**src/sv/coordinate_frame_parser_core_macros.svh**
```systemverilog
// ----------------------------------------------------------------------------
// Assertion macros for the coordinate frame parser.
// Each macro expands to one labelled concurrent assertion, clocked on the
// rising edge and disabled while the synchronous reset is held low.
// ----------------------------------------------------------------------------
`ifndef COORDINATE_FRAME_PARSER_CORE_MACROS_SVH
`define COORDINATE_FRAME_PARSER_CORE_MACROS_SVH

// Consequent must hold in the same cycle as the antecedent.
`define CFP_ASSERT_SAME(lbl, clk, rstn, ante, cons) \
    lbl: assert property (@(posedge clk) disable iff (!rstn) (ante) |-> (cons)) \
        else $error("coordinate frame parser: same-cycle check failed");

// Consequent must hold in the cycle after the antecedent.
`define CFP_ASSERT_NEXT(lbl, clk, rstn, ante, cons) \
    lbl: assert property (@(posedge clk) disable iff (!rstn) (ante) |=> (cons)) \
        else $error("coordinate frame parser: next-cycle check failed");

`endif

```
**src/sv/cfp_pkg.sv**
```systemverilog
// ----------------------------------------------------------------------------
// cfp_pkg
// Types, codes and constants shared by the coordinate frame parser.
// ----------------------------------------------------------------------------
`default_nettype none

package cfp_pkg;

    localparam int unsigned COORD_W     = 10;
    localparam int unsigned COORD_SLOTS = 8;
    localparam int unsigned SLOT_W      = 3;
    localparam int unsigned COUNT_W     = 5;
    localparam int unsigned STATUS_W    = 2;

    typedef logic [COORD_W-1:0]  t_coord;
    typedef logic [STATUS_W-1:0] t_status;

    // Parser state codes.
    localparam logic [1:0] MODE_IDLE  = 2'd0;
    localparam logic [1:0] MODE_POINT = 2'd1;
    localparam logic [1:0] MODE_RECT  = 2'd2;

    // Result status codes.
    localparam t_status STATUS_POINT = 2'd0;
    localparam t_status STATUS_RECT  = 2'd1;
    localparam t_status STATUS_BAD   = 2'd2;

    // Header and digit characters.
    localparam logic [7:0] CHAR_POINT = 8'h6A; // 'j'
    localparam logic [7:0] CHAR_RECT  = 8'h72; // 'r'
    localparam logic [7:0] CHAR_ZERO  = 8'h30; // '0'
    localparam logic [7:0] CHAR_NINE  = 8'h39; // '9'

    // Characters per frame after the header.
    localparam logic [COUNT_W-1:0] POINT_CHARS = 5'd6;
    localparam logic [COUNT_W-1:0] RECT_CHARS  = 5'd24;

endpackage

`default_nettype wire

```
**src/sv/coordinate_frame_parser_core.sv**
```systemverilog
// ----------------------------------------------------------------------------
// coordinate_frame_parser_core
// Byte-serial parser for point and rectangle coordinate frames.
// ----------------------------------------------------------------------------
//
//   Channel  Direction  Handshake                    Word
//   -------  ---------  ---------------------------  ------------------------------
//   in       input      i_in_valid / o_in_ready      i_rx_byte
//   out      output     o_out_valid / i_out_ready    o_frame_status, o_coord_0..7
//
// A byte is taken into an input register and processed from there by a
// single accumulate step; the result of a frame is captured in the output
// register when its last byte leaves the input register. A finished result
// waits in the output register while later bytes are still accepted; only
// a byte that would finish another frame stalls behind it. Apart from that
// stall, one byte is accepted every cycle; the rate is set by the
// accumulate step on the selected coordinate register. The synchronous
// active-low reset returns the parser to idle and empties both registers.
// ----------------------------------------------------------------------------
`default_nettype none

`include "coordinate_frame_parser_core_macros.svh"

module coordinate_frame_parser_core (
    input  wire                  i_clk,
    input  wire                  i_rst_n,
    input  wire                  i_in_valid,
    output logic                 o_in_ready,
    input  wire  [7:0]           i_rx_byte,
    output logic                 o_out_valid,
    input  wire                  i_out_ready,
    output cfp_pkg::t_status     o_frame_status,
    output cfp_pkg::t_coord      o_coord_0,
    output cfp_pkg::t_coord      o_coord_1,
    output cfp_pkg::t_coord      o_coord_2,
    output cfp_pkg::t_coord      o_coord_3,
    output cfp_pkg::t_coord      o_coord_4,
    output cfp_pkg::t_coord      o_coord_5,
    output cfp_pkg::t_coord      o_coord_6,
    output cfp_pkg::t_coord      o_coord_7
);

    // Input register.
    logic       r_in_valid;
    logic [7:0] r_in_byte;

    // Parser state. The slot and digit position track char_count / 3 and
    // char_count % 3 incrementally, so no divider is needed.
    logic [1:0]                      r_mode;
    logic [cfp_pkg::COUNT_W-1:0]     r_char_count;
    logic [cfp_pkg::SLOT_W-1:0]      r_slot;
    logic [1:0]                      r_digit_pos;
    logic                            r_digit_error;
    cfp_pkg::t_coord                 r_coord [cfp_pkg::COORD_SLOTS];

    // Output register.
    logic                            r_out_valid;
    cfp_pkg::t_status                r_out_status;
    cfp_pkg::t_coord                 r_out_coord [cfp_pkg::COORD_SLOTS];

    logic                            w_in_frame;
    logic [cfp_pkg::COUNT_W-1:0]     w_need;
    logic [cfp_pkg::COUNT_W-1:0]     w_count_inc;
    logic                            w_fin;
    logic                            w_adv;
    logic                            w_is_digit;
    logic [3:0]                      w_digit;
    logic [13:0]                     w_acc;
    cfp_pkg::t_coord                 n_coord;
    cfp_pkg::t_status                n_status;

    // Code 3 of the mode register never occurs; it behaves as idle.
    assign w_in_frame  = (r_mode == cfp_pkg::MODE_POINT) || (r_mode == cfp_pkg::MODE_RECT);
    assign w_need      = (r_mode == cfp_pkg::MODE_POINT) ? cfp_pkg::POINT_CHARS
                                                         : cfp_pkg::RECT_CHARS;
    assign w_count_inc = r_char_count + 5'd1;
    assign w_fin       = r_in_valid && w_in_frame && (w_count_inc == w_need);

    // The held byte moves on unless it finishes a frame while the previous
    // result is still waiting to be taken.
    assign w_adv      = r_in_valid && (!w_fin || !r_out_valid || i_out_ready);
    assign o_in_ready = !r_in_valid || w_adv;

    // Decimal accumulate: coord * 10 + digit, kept to the coordinate width.
    assign w_is_digit = (r_in_byte >= cfp_pkg::CHAR_ZERO) && (r_in_byte <= cfp_pkg::CHAR_NINE);
    assign w_digit    = 4'(r_in_byte - cfp_pkg::CHAR_ZERO);
    assign w_acc      = ({4'd0, r_coord[r_slot]} << 3) + ({4'd0, r_coord[r_slot]} << 1)
                      + {10'd0, w_digit};
    assign n_coord    = w_acc[cfp_pkg::COORD_W-1:0];

    always_comb begin
        if (r_digit_error || !w_is_digit) begin
            n_status = cfp_pkg::STATUS_BAD;
        end else if (r_mode == cfp_pkg::MODE_POINT) begin
            n_status = cfp_pkg::STATUS_POINT;
        end else begin
            n_status = cfp_pkg::STATUS_RECT;
        end
    end

    always_ff @(posedge i_clk) begin
        if (!i_rst_n) begin
            r_in_valid <= 1'b0;
        end else if (o_in_ready) begin
            r_in_valid <= i_in_valid;
        end
        if (o_in_ready && i_in_valid) begin
            r_in_byte <= i_rx_byte;
        end
    end

    always_ff @(posedge i_clk) begin
        if (!i_rst_n) begin
            r_mode        <= cfp_pkg::MODE_IDLE;
            r_char_count  <= '0;
            r_slot        <= '0;
            r_digit_pos   <= '0;
            r_digit_error <= 1'b0;
            for (int i = 0; i < cfp_pkg::COORD_SLOTS; i++) begin
                r_coord[i] <= '0;
            end
        end else if (w_adv) begin
            if (!w_in_frame) begin
                // Idle: a header opens a fresh frame, anything else is dropped.
                if (r_in_byte == cfp_pkg::CHAR_POINT || r_in_byte == cfp_pkg::CHAR_RECT) begin
                    r_mode        <= (r_in_byte == cfp_pkg::CHAR_POINT) ? cfp_pkg::MODE_POINT
                                                                        : cfp_pkg::MODE_RECT;
                    r_char_count  <= '0;
                    r_slot        <= '0;
                    r_digit_pos   <= '0;
                    r_digit_error <= 1'b0;
                    for (int i = 0; i < cfp_pkg::COORD_SLOTS; i++) begin
                        r_coord[i] <= '0;
                    end
                end
            end else if (w_fin) begin
                // Last character: the result is captured below, state clears.
                r_mode        <= cfp_pkg::MODE_IDLE;
                r_char_count  <= '0;
                r_slot        <= '0;
                r_digit_pos   <= '0;
                r_digit_error <= 1'b0;
                for (int i = 0; i < cfp_pkg::COORD_SLOTS; i++) begin
                    r_coord[i] <= '0;
                end
            end else begin
                if (w_is_digit) begin
                    r_coord[r_slot] <= n_coord;
                end else begin
                    r_digit_error <= 1'b1;
                end
                r_char_count <= w_count_inc;
                if (r_digit_pos == 2'd2) begin
                    r_digit_pos <= 2'd0;
                    r_slot      <= r_slot + 3'd1;
                end else begin
                    r_digit_pos <= r_digit_pos + 2'd1;
                end
            end
        end
    end

    // Result register. A bad frame reports all coordinates as zero.
    always_ff @(posedge i_clk) begin
        if (!i_rst_n) begin
            r_out_valid <= 1'b0;
        end else if (w_adv && w_fin) begin
            r_out_valid <= 1'b1;
        end else if (i_out_ready) begin
            r_out_valid <= 1'b0;
        end
        if (w_adv && w_fin) begin
            r_out_status <= n_status;
            for (int i = 0; i < cfp_pkg::COORD_SLOTS; i++) begin
                if (n_status == cfp_pkg::STATUS_BAD) begin
                    r_out_coord[i] <= '0;
                end else if (i == int'(r_slot)) begin
                    r_out_coord[i] <= n_coord;
                end else begin
                    r_out_coord[i] <= r_coord[i];
                end
            end
        end
    end

    assign o_out_valid    = r_out_valid;
    assign o_frame_status = r_out_status;
    assign o_coord_0      = r_out_coord[0];
    assign o_coord_1      = r_out_coord[1];
    assign o_coord_2      = r_out_coord[2];
    assign o_coord_3      = r_out_coord[3];
    assign o_coord_4      = r_out_coord[4];
    assign o_coord_5      = r_out_coord[5];
    assign o_coord_6      = r_out_coord[6];
    assign o_coord_7      = r_out_coord[7];

    // The character count never reaches the frame length inside a frame.
    `CFP_ASSERT_SAME(a_count_in_range, i_clk, i_rst_n, w_in_frame, r_char_count < w_need)
    // While idle the frame counters rest at zero.
    `CFP_ASSERT_SAME(a_idle_clear, i_clk, i_rst_n, !w_in_frame,
        (r_char_count == '0) && (r_slot == '0) && (r_digit_pos == '0) && !r_digit_error)
    // A bad frame reports zero coordinates.
    `CFP_ASSERT_SAME(a_bad_zero, i_clk, i_rst_n,
        o_out_valid && (o_frame_status == cfp_pkg::STATUS_BAD),
        (o_coord_0 == '0) && (o_coord_1 == '0) && (o_coord_7 == '0))
    // A point frame leaves the rectangle-only coordinates zero.
    `CFP_ASSERT_SAME(a_point_unused, i_clk, i_rst_n,
        o_out_valid && (o_frame_status == cfp_pkg::STATUS_POINT),
        (o_coord_2 == '0) && (o_coord_3 == '0) && (o_coord_4 == '0) && (o_coord_5 == '0)
        && (o_coord_6 == '0) && (o_coord_7 == '0))
    // Finishing a frame always puts the parser back to idle.
    `CFP_ASSERT_NEXT(a_fin_idle, i_clk, i_rst_n, w_adv && w_fin, r_mode == cfp_pkg::MODE_IDLE)

endmodule

`default_nettype wire

```
**config.mk**
```make
export PLATFORM = sky130hd
export DESIGN_NAME = coordinate_frame_parser_core
export DESIGN_NICKNAME = d
export VERILOG_FILES = /design/src/sv/cfp_pkg.sv /design/src/sv/coordinate_frame_parser_core.sv
export VERILOG_INCLUDE_DIRS = /design/src /design/src/sv
export SDC_FILE = /design/constraint.sdc
export NUM_CORES = 1
export LEC_CHECK = 0
export BUFFER_PORTS_ARGS = -buffer_cell sky130_fd_sc_hd__buf_2
export CORE_MARGIN = 1
export CORE_UTILIZATION = 61
export CTS_BUF_LIST = sky130_fd_sc_hd__clkbuf_2 sky130_fd_sc_hd__clkbuf_4 sky130_fd_sc_hd__clkbuf_8
export CTS_CLUSTER_DIAMETER = 120
export DETAILED_ROUTE_END_ITERATION = 12
export GPL_TIMING_DRIVEN = 0
export PLACE_DENSITY = 0.82
export SLEW_MARGIN = 20
export SYNTH_ARGS = -nofsm -noshare
export SYNTH_HDL_FRONTEND = slang
export SYNTH_SLANG_ARGS = --single-unit
```
**constraint.sdc**
```tcl
create_clock -name i_clk -period 6.7 [get_ports i_clk]
set_clock_uncertainty 0.1 [all_clocks]
set_input_delay 0.335 -clock i_clk [delete_from_list [all_inputs] [get_ports i_clk]]
set_output_delay 0.335 -clock i_clk [all_outputs]
set_load 0.01 [all_outputs]
```
==> flow_summary_export.csv, run 1 <==
group,metric,value,unit
clock_tree,clock-sinks,188,
detailed_routing,post-route-drc-count,0,
floorplan,initial_utilization,63.5,%
setup_path,cp_max_fo,10,
setup_path,cpLargestDelayFamily,"buffers and inverters",
detailed_routing,drt_wl_total,23100,um
floorplan,core_area,14100,um^2
setup_path,cp_num_buf_inv,3,
detailed_routing,drt_iter0_drc,960,
run,max_cap_viol_count,0,
sta,finalCriticalPeriod,5.56,ns
layout,drive_gt1_share,19.5,%
yosys,yosys.cell_types.count,57,
floorplan,row_count,43,
sta,fmax,180,MHz
status,status,"complete, no violations",
global_routing,grt_use_total,32.0,%
layout,nets,921,
placed_design,io_buffers,95,
layout,final_area,10200,um^2
setup_path,startpoint_type,"flip-flop",
layout,final_common_cell,"edfxtp_1",
placed_design,dpl.hpwl,15800,um
global_routing,grt_pass1_vias,6636,
floorplan,pin_count,96,
setup_path,critPathMaxStageDelay,0.79,ns
floorplan,fp.dieArea,15200,um^2
detailed_routing,vias,6907,
sta,fin_setup_tns,0,ns
setup_path,worstPathArrival,5.66,ns
yosys,ys_warn_count,0,
yosys,syn_area,8950,um^2
global_routing,grt_overflow,0,
clock_tree,clk_path_buf_depth,2,
global_routing,antenna_found_initial,0,
placed_design,post-place-ws,1.24,ns
sta,worst_pin_slew,0.997,ns
floorplan,die_x,123,um
detailed_routing,dr.pass1.iters,6,
clock_tree,h-tree-depth,4,
global_routing,grt_max_degree,46,
setup_path,crit_type,"flip-flop to flip-flop",
clock_tree,clk_latency,0.49,ns
sta,fin_crit_sh,83.0,%
layout,fillers,961,
sta,slew_headroom,33.1,%
floorplan,fp.dieH,123,um
yosys,syn_area_per_cell,11.8,um^2
yosys,synth-seq-cells,188,
detailed_routing,ant_nets,0,
layout,antenna_cells,0,
yosys,synth_nets,797,
pwr,cellLeakagePower,3.34,nW
detailed_routing,vias_per_cell,6.41,
clock_tree,cts_tree,"done",
placed_design,dpl-instance-area,9680,um^2
sta,finalHoldViolCount,0,
clock_tree,cts_root_buffer,"clkbuf_8",
sta,finalSetupViolCount,0,
layout,multi_input_area,3210,um^2
sta,rsz0062_at_grt,"no",
clock_tree,cts_resized,0,
yosys,ys_async_sr_fraction,0,%
clock_tree,cts_buffers,17,
yosys,synthCells,761,
setup_path,critPathSlowestCell,"xnor2_1",
setup_path,end_kind,"flip-flop",
setup_path,worstPathCellList,"clkbuf_1 > clkbuf_1 > mux4_2 > mux2_2 > ha_1 > ha_1 > o21ai_0 > o21ai_0 > or3_1 > a31oi_1 > xnor2_1 > clkbuf_1 > a211oi_1",
global_routing,grt_pass1_wl,34800,um
yosys,synth_ff_type,"edfxtp_1",
yosys,yosysSeqAreaShare,61.0,%
pwr,ir_worst_vdd,0.000134,V
sta,timing.hold.ws,0.104,ns
placed_design,routabilityCongestion,0.943,
setup_path,crit_top_cell,"clkbuf_1",
clock_tree,path_clk_slew,0.10,ns
layout,register_area,5470,um^2
pwr,p_per_area,220,nW/um^2
setup_path,required,6.80,ns
layout,area_growth,13.8,%
layout,layout_common_cells,"edfxtp_1, nor2_1, buf_2, nand2_1, a21oi_1",
sta,finalWorstSetupSlack,1.14,ns
detailed_routing,wl_per_cell,21.4,um
yosys,synth_edf_count,170,
clock_tree,cts_setup_buffers,0,
hold_path,worstHoldPathType,"input port to flip-flop",
sta,maxSlewViolCount,0,
==> sequential cells by signal, summed over array words and instances, names as in the netlist, named ones only <==
| name | cells |
|---|---|
| r_char_count | 5 |
| o_frame_status | 2 |
| r_slot | 3 |
| r_mode | 2 |
| r_digit_pos | 2 |
| r_in_valid | 1 |
| r_coord | 80 |
| r_in_byte | 8 |
| r_digit_error | 1 |
| o_out_valid | 1 |
| r_out_coord | 80 |
==> where the power goes <==
group | switching, W | internal, W
logic | 0.000114 | 0.0000408
registers | 0.0000144 | 0.00129
clock network | 0.000438 | 0.000344
total | 0.000566 | 0.00167
==> worst paths after layout <==
path | from | end | slack [ns] | cells after the start
worst min register to register | r_digit_error | r_digit_error | 0.40 | 2
worst max-delay path | flip-flop | r_out_coord[0][9] | 1.14 | 13
worst min-delay path | i_rst_n | r_mode[0] | 0.10 | 3
worst max register to register | flip-flop | r_out_coord[0][9] | 1.14 | 13
==> area by class of cell <==
cell class,count,share of cell area [%]
buffer,46,1.99
clock buffer,17,2.30
clock inverter,15,1.83
inverter,21,0.798
multi-input combinational,506,31.5
sequential,188,53.6
tap,180,2.21
timing repair buffer,105,5.75
==> cells by family (layout without fill, tap and decap cells) <==
group | Yosys count | in the layout | synth area share, %
simple gates | 303 | 303 | 15.1
xor+xnor | 15 | 15 | 1.47
mux | 42 | 42 | 7.29
buf+inv | 67 | 204 | 3.14
compound gates | 122 | 122 | 8.48
flops | 188 | 188 | 61.0
fa+ha+maj | 24 | 24 | 3.52
==> synthesized netlist by cell type (2+ instances only) <==
library cell  instances  share of area, %
dfxtp_1              18               4.0
o21a_1                2              0.17
nand4b_1              9              0.88
and2_1                7              0.49
a31oi_1              12              0.84
a221oi_1              2              0.20
or4_1                 7              0.59
nand4_1               6              0.42
mux4_2               18               4.5
o21ai_0              16              0.89
buf_6                 2              0.25
buf_1                 4              0.17
nor3_1               13              0.73
fa_1                  2              0.45
ha_1                 22               3.1
edfxtp_1            170                57
mux2_2                6              0.75
nand3_1               2              0.11
clkbuf_1             30               1.3
nand2b_1              7              0.49
xor2_1                7              0.68
a211oi_1             17               1.4
inv_1                20              0.84
buf_2                 9              0.50
nor2_1              129               5.4
nand2_1             103               4.3
mux2i_1              18               2.0
a21oi_1              53               3.0
o31ai_1               6              0.50
xnor2_1               8              0.78
o2111ai_1             2              0.20
a211oi_2              2              0.28
nor2b_1               8              0.56
==> worst reg2reg max path: stages (launching register included) <==
cell and delay (ns):
dfxtp_1 0.32, clkbuf_1 0.62, clkbuf_1 0.63, mux4_2 0.45, mux2_2 0.32, ha_1 0.31
ha_1 0.38, o21ai_0 0.13, o21ai_0 0.23, or3_1 0.14, a31oi_1 0.09, xnor2_1 0.79
clkbuf_1 0.59, a211oi_1 0.18
==> metal layers <==
metal / track usage (%) / wire [um] / vias up
met4: 19.4 / 995 / 0
met5: 0 / 0 / -
li1: - / - / 3024
met1: 40.1 / 8440 / 3241
met3: 8.16 / 2770 / 83
met2: 50.2 / 10900 / 559
==> stage by stage <==
step / instances / total power (W) / util, %
after floorplan: 761 / 0.00142 / -
after global placement: 1036 / 0.00146 / 68.5
after detailed placement: 1037 / 0.00147 / 68.7
after CTS: 1078 / 0.00223 / 72.3
after global routing: 1078 / 0.00229 / 72.3
final: 1078 / 0.00224 / 72.3
==> what timing repair did <==
action / in CTS / in global routing
endpoints found under the hold margin: 9 / 0
hold buffers: 9 / 0
setup endpoints to repair: 0 / 0
Power figures use the tool's default switching activity.
==> inputs of run 2 (changes only) <==
CORE_UTILIZATION = 55   (was 61)
PLACE_DENSITY = 0.78   (was 0.82)
clock period = 5 ns   (was 6.7 ns; I/O delays follow)
==> flow_summary_export.csv, run 2 (synthesis gave the netlist of run 1 again) <==
group,metric,value,unit
status,status,"complete, no violations",
setup_path,required,5.11,ns
sta,maxSlewViolCount,0,
detailed_routing,dr.pass1.iters,5,
detailed_routing,post-route-drc-count,0,
sta,finalSetupViolCount,0,
sta,finalCriticalPeriod,4.74,ns
global_routing,grt_use_total,27.6,%
sta,fin_setup_tns,0,ns
setup_path,critPathSlowestCell,"dfxtp_1",
layout,fillers,1268,
clock_tree,path_clk_slew,0.08,ns
placed_design,routabilityCongestion,0.969,
clock_tree,clk_latency,0.48,ns
layout,utilization,64.5,%
hold_path,worstHoldPathType,"input port to flip-flop",
hold_path,hold_start,"i_rst_n",
setup_path,critPathMaxStageDelay,0.74,ns
setup_path,crit_top_cell,"a211oi_1",
floorplan,initial_utilization,56.4,%
detailed_routing,drt_iter0_drc,641,
layout,final_area,10200,um^2
clock_tree,cts_tree,"done",
global_routing,grt_overflow,0,
sta,timing.hold.ws,0.0402,ns
setup_path,worstPathCellList,"clkbuf_2 > mux4_2 > mux2i_1 > fa_1 > inv_1 > ha_1 > a211oi_1 > o21ai_0 > or3_1 > a31oi_1 > xnor2_2 > clkbuf_4 > a211oi_1",
pwr,cellLeakagePower,3.36,nW
layout,antenna_cells,0,
floorplan,row_count,46,
hold_path,hold_end,"r_mode[0]",
placed_design,place_inst,1073,
detailed_routing,vias,6500,
layout,drive_gt1_share,19.8,%
pwr,p_per_area,292,nW/um^2
pwr,ir_worst_vdd,0.000198,V
sta,fmax,211,MHz
setup_path,cp_max_fo,10,
setup_path,reg2reg_slack,0.26,ns
floorplan,pin_count,96,
layout,nets,920,
detailed_routing,vias_per_cell,5.85,
detailed_routing,ant_nets,0,
clock_tree,clk_path_buf_depth,2,
sta,slew_headroom,23.0,%
setup_path,startpoint_type,"flip-flop",
placed_design,io_buffers,95,
clock_tree,cts_buffers,17,
setup_path,worstPathArrival,4.85,ns
layout,fin_cells,1112,
global_routing,grt_pass1_wl,33200,um
floorplan,fp.dieH,130,um
sta,worst_pin_slew,1.15,ns
run,max_cap_viol_count,0,
clock_tree,clock-sinks,188,
layout,area_growth,14.3,%
global_routing,grt_max_degree,46,
floorplan,die_x,130,um
layout,final_common_cell,"edfxtp_1",
placed_design,dpl.hpwl,15600,um
sta,fin_crit_sh,94.9,%
global_routing,grt_pass1_vias,6156,
floorplan,fp.dieArea,16800,um^2
setup_path,end_kind,"flip-flop",
clock_tree,cts_root_buffer,"clkbuf_8",
layout,top_regs,"r_coord x80, r_out_coord x80, r_in_byte x8",
hold_path,hold_depth,3,
sta,rsz0062_at_grt,"no",
clock_tree,h-tree-depth,4,
floorplan,core_area,15900,um^2
detailed_routing,drt_wl_total,22000,um
layout,layout_common_cells,"edfxtp_1, nor2_1, buf_2, nand2_1, a21oi_1",
detailed_routing,wl_per_cell,19.8,um
setup_path,reg2reg_depth,13,
setup_path,crit_type,"flip-flop to flip-flop",
global_routing,antenna_found_initial,0,
placed_design,dpl-instance-area,9720,um^2
setup_path,reg2reg_to,"r_out_coord[1][9]",
sta,finalHoldViolCount,0,
[run 2: area by class of cell]
cell class,instances,area (um^2),share of cell area (%)
well taps,216,270,2.64
repair buffers,105,586,5.72
inverters,21,81.3,0.794
flip-flops and latches,188,5470,53.4
plain buffers,45,208,2.03
multi-input cells,506,3220,31.5
clock inverters,13,166,1.63
clock buffers,18,241,2.36
[run 2: worst max-delay path, delay by kind of cell (launching register included)]
family          cells  cell delay, ns
buf+inv             3            0.86
compound gates      4            0.76
flops               1            0.74
fa+ha+maj           2            0.74
mux                 2            0.65
simple gates        1            0.32
xor+xnor            1            0.28
[run 2: power breakdown]
group          internal, W  total [W]  switching [W]
Clock             0.000501    0.00104       0.000537
Sequential         0.00173    0.00174      0.0000181
Combinational    0.0000568   0.000210       0.000154
Total              0.00228    0.00299       0.000709
[run 2: worst max path at each step]
stage / end / slack [ns] / cells past startpoint
3_5_place_dp: r_out_coord[1][9] / -0.51 / 14
4_1_cts: r_out_coord[1][9] / 0.01 / 14
6_report: r_out_coord[1][9] / 0.26 / 13
2_1_floorplan: r_coord[0][0] / 0.32 / 8
5_1_grt: r_out_coord[1][9] / 0.05 / 14
3_3_place_gp: r_coord[2][7] / -0.94 / 8
[run 2: repair_timing]
item                       in CTS  in global routing
setup buffers                   0                  0
hold endpoints to repair        9                  0
gates resized for setup         6                  6
setup endpoints to repair      21                 19
hold buffers                    9                  0
[run 2: routing by layer]
metal | vias up | GRT usage [%] | wire [um]
met1 | 3083 | 34.4 | 8460
li1 | 3005 | - | -
met4 | 0 | 13.1 | 689
met3 | 59 | 6.77 | 2210
met2 | 353 | 45.4 | 10700
met5 | - | 0 | 0
[run 2: per-stage QoR]
stage / worst slack, ns / power, W
after floorplan: 0.323 / 0.00190
after global placement: -0.945 / 0.00197
after detailed placement: -0.513 / 0.00197
after CTS: 0.0113 / 0.00299
after global routing: 0.0467 / 0.00307
final: 0.256 / 0.00299
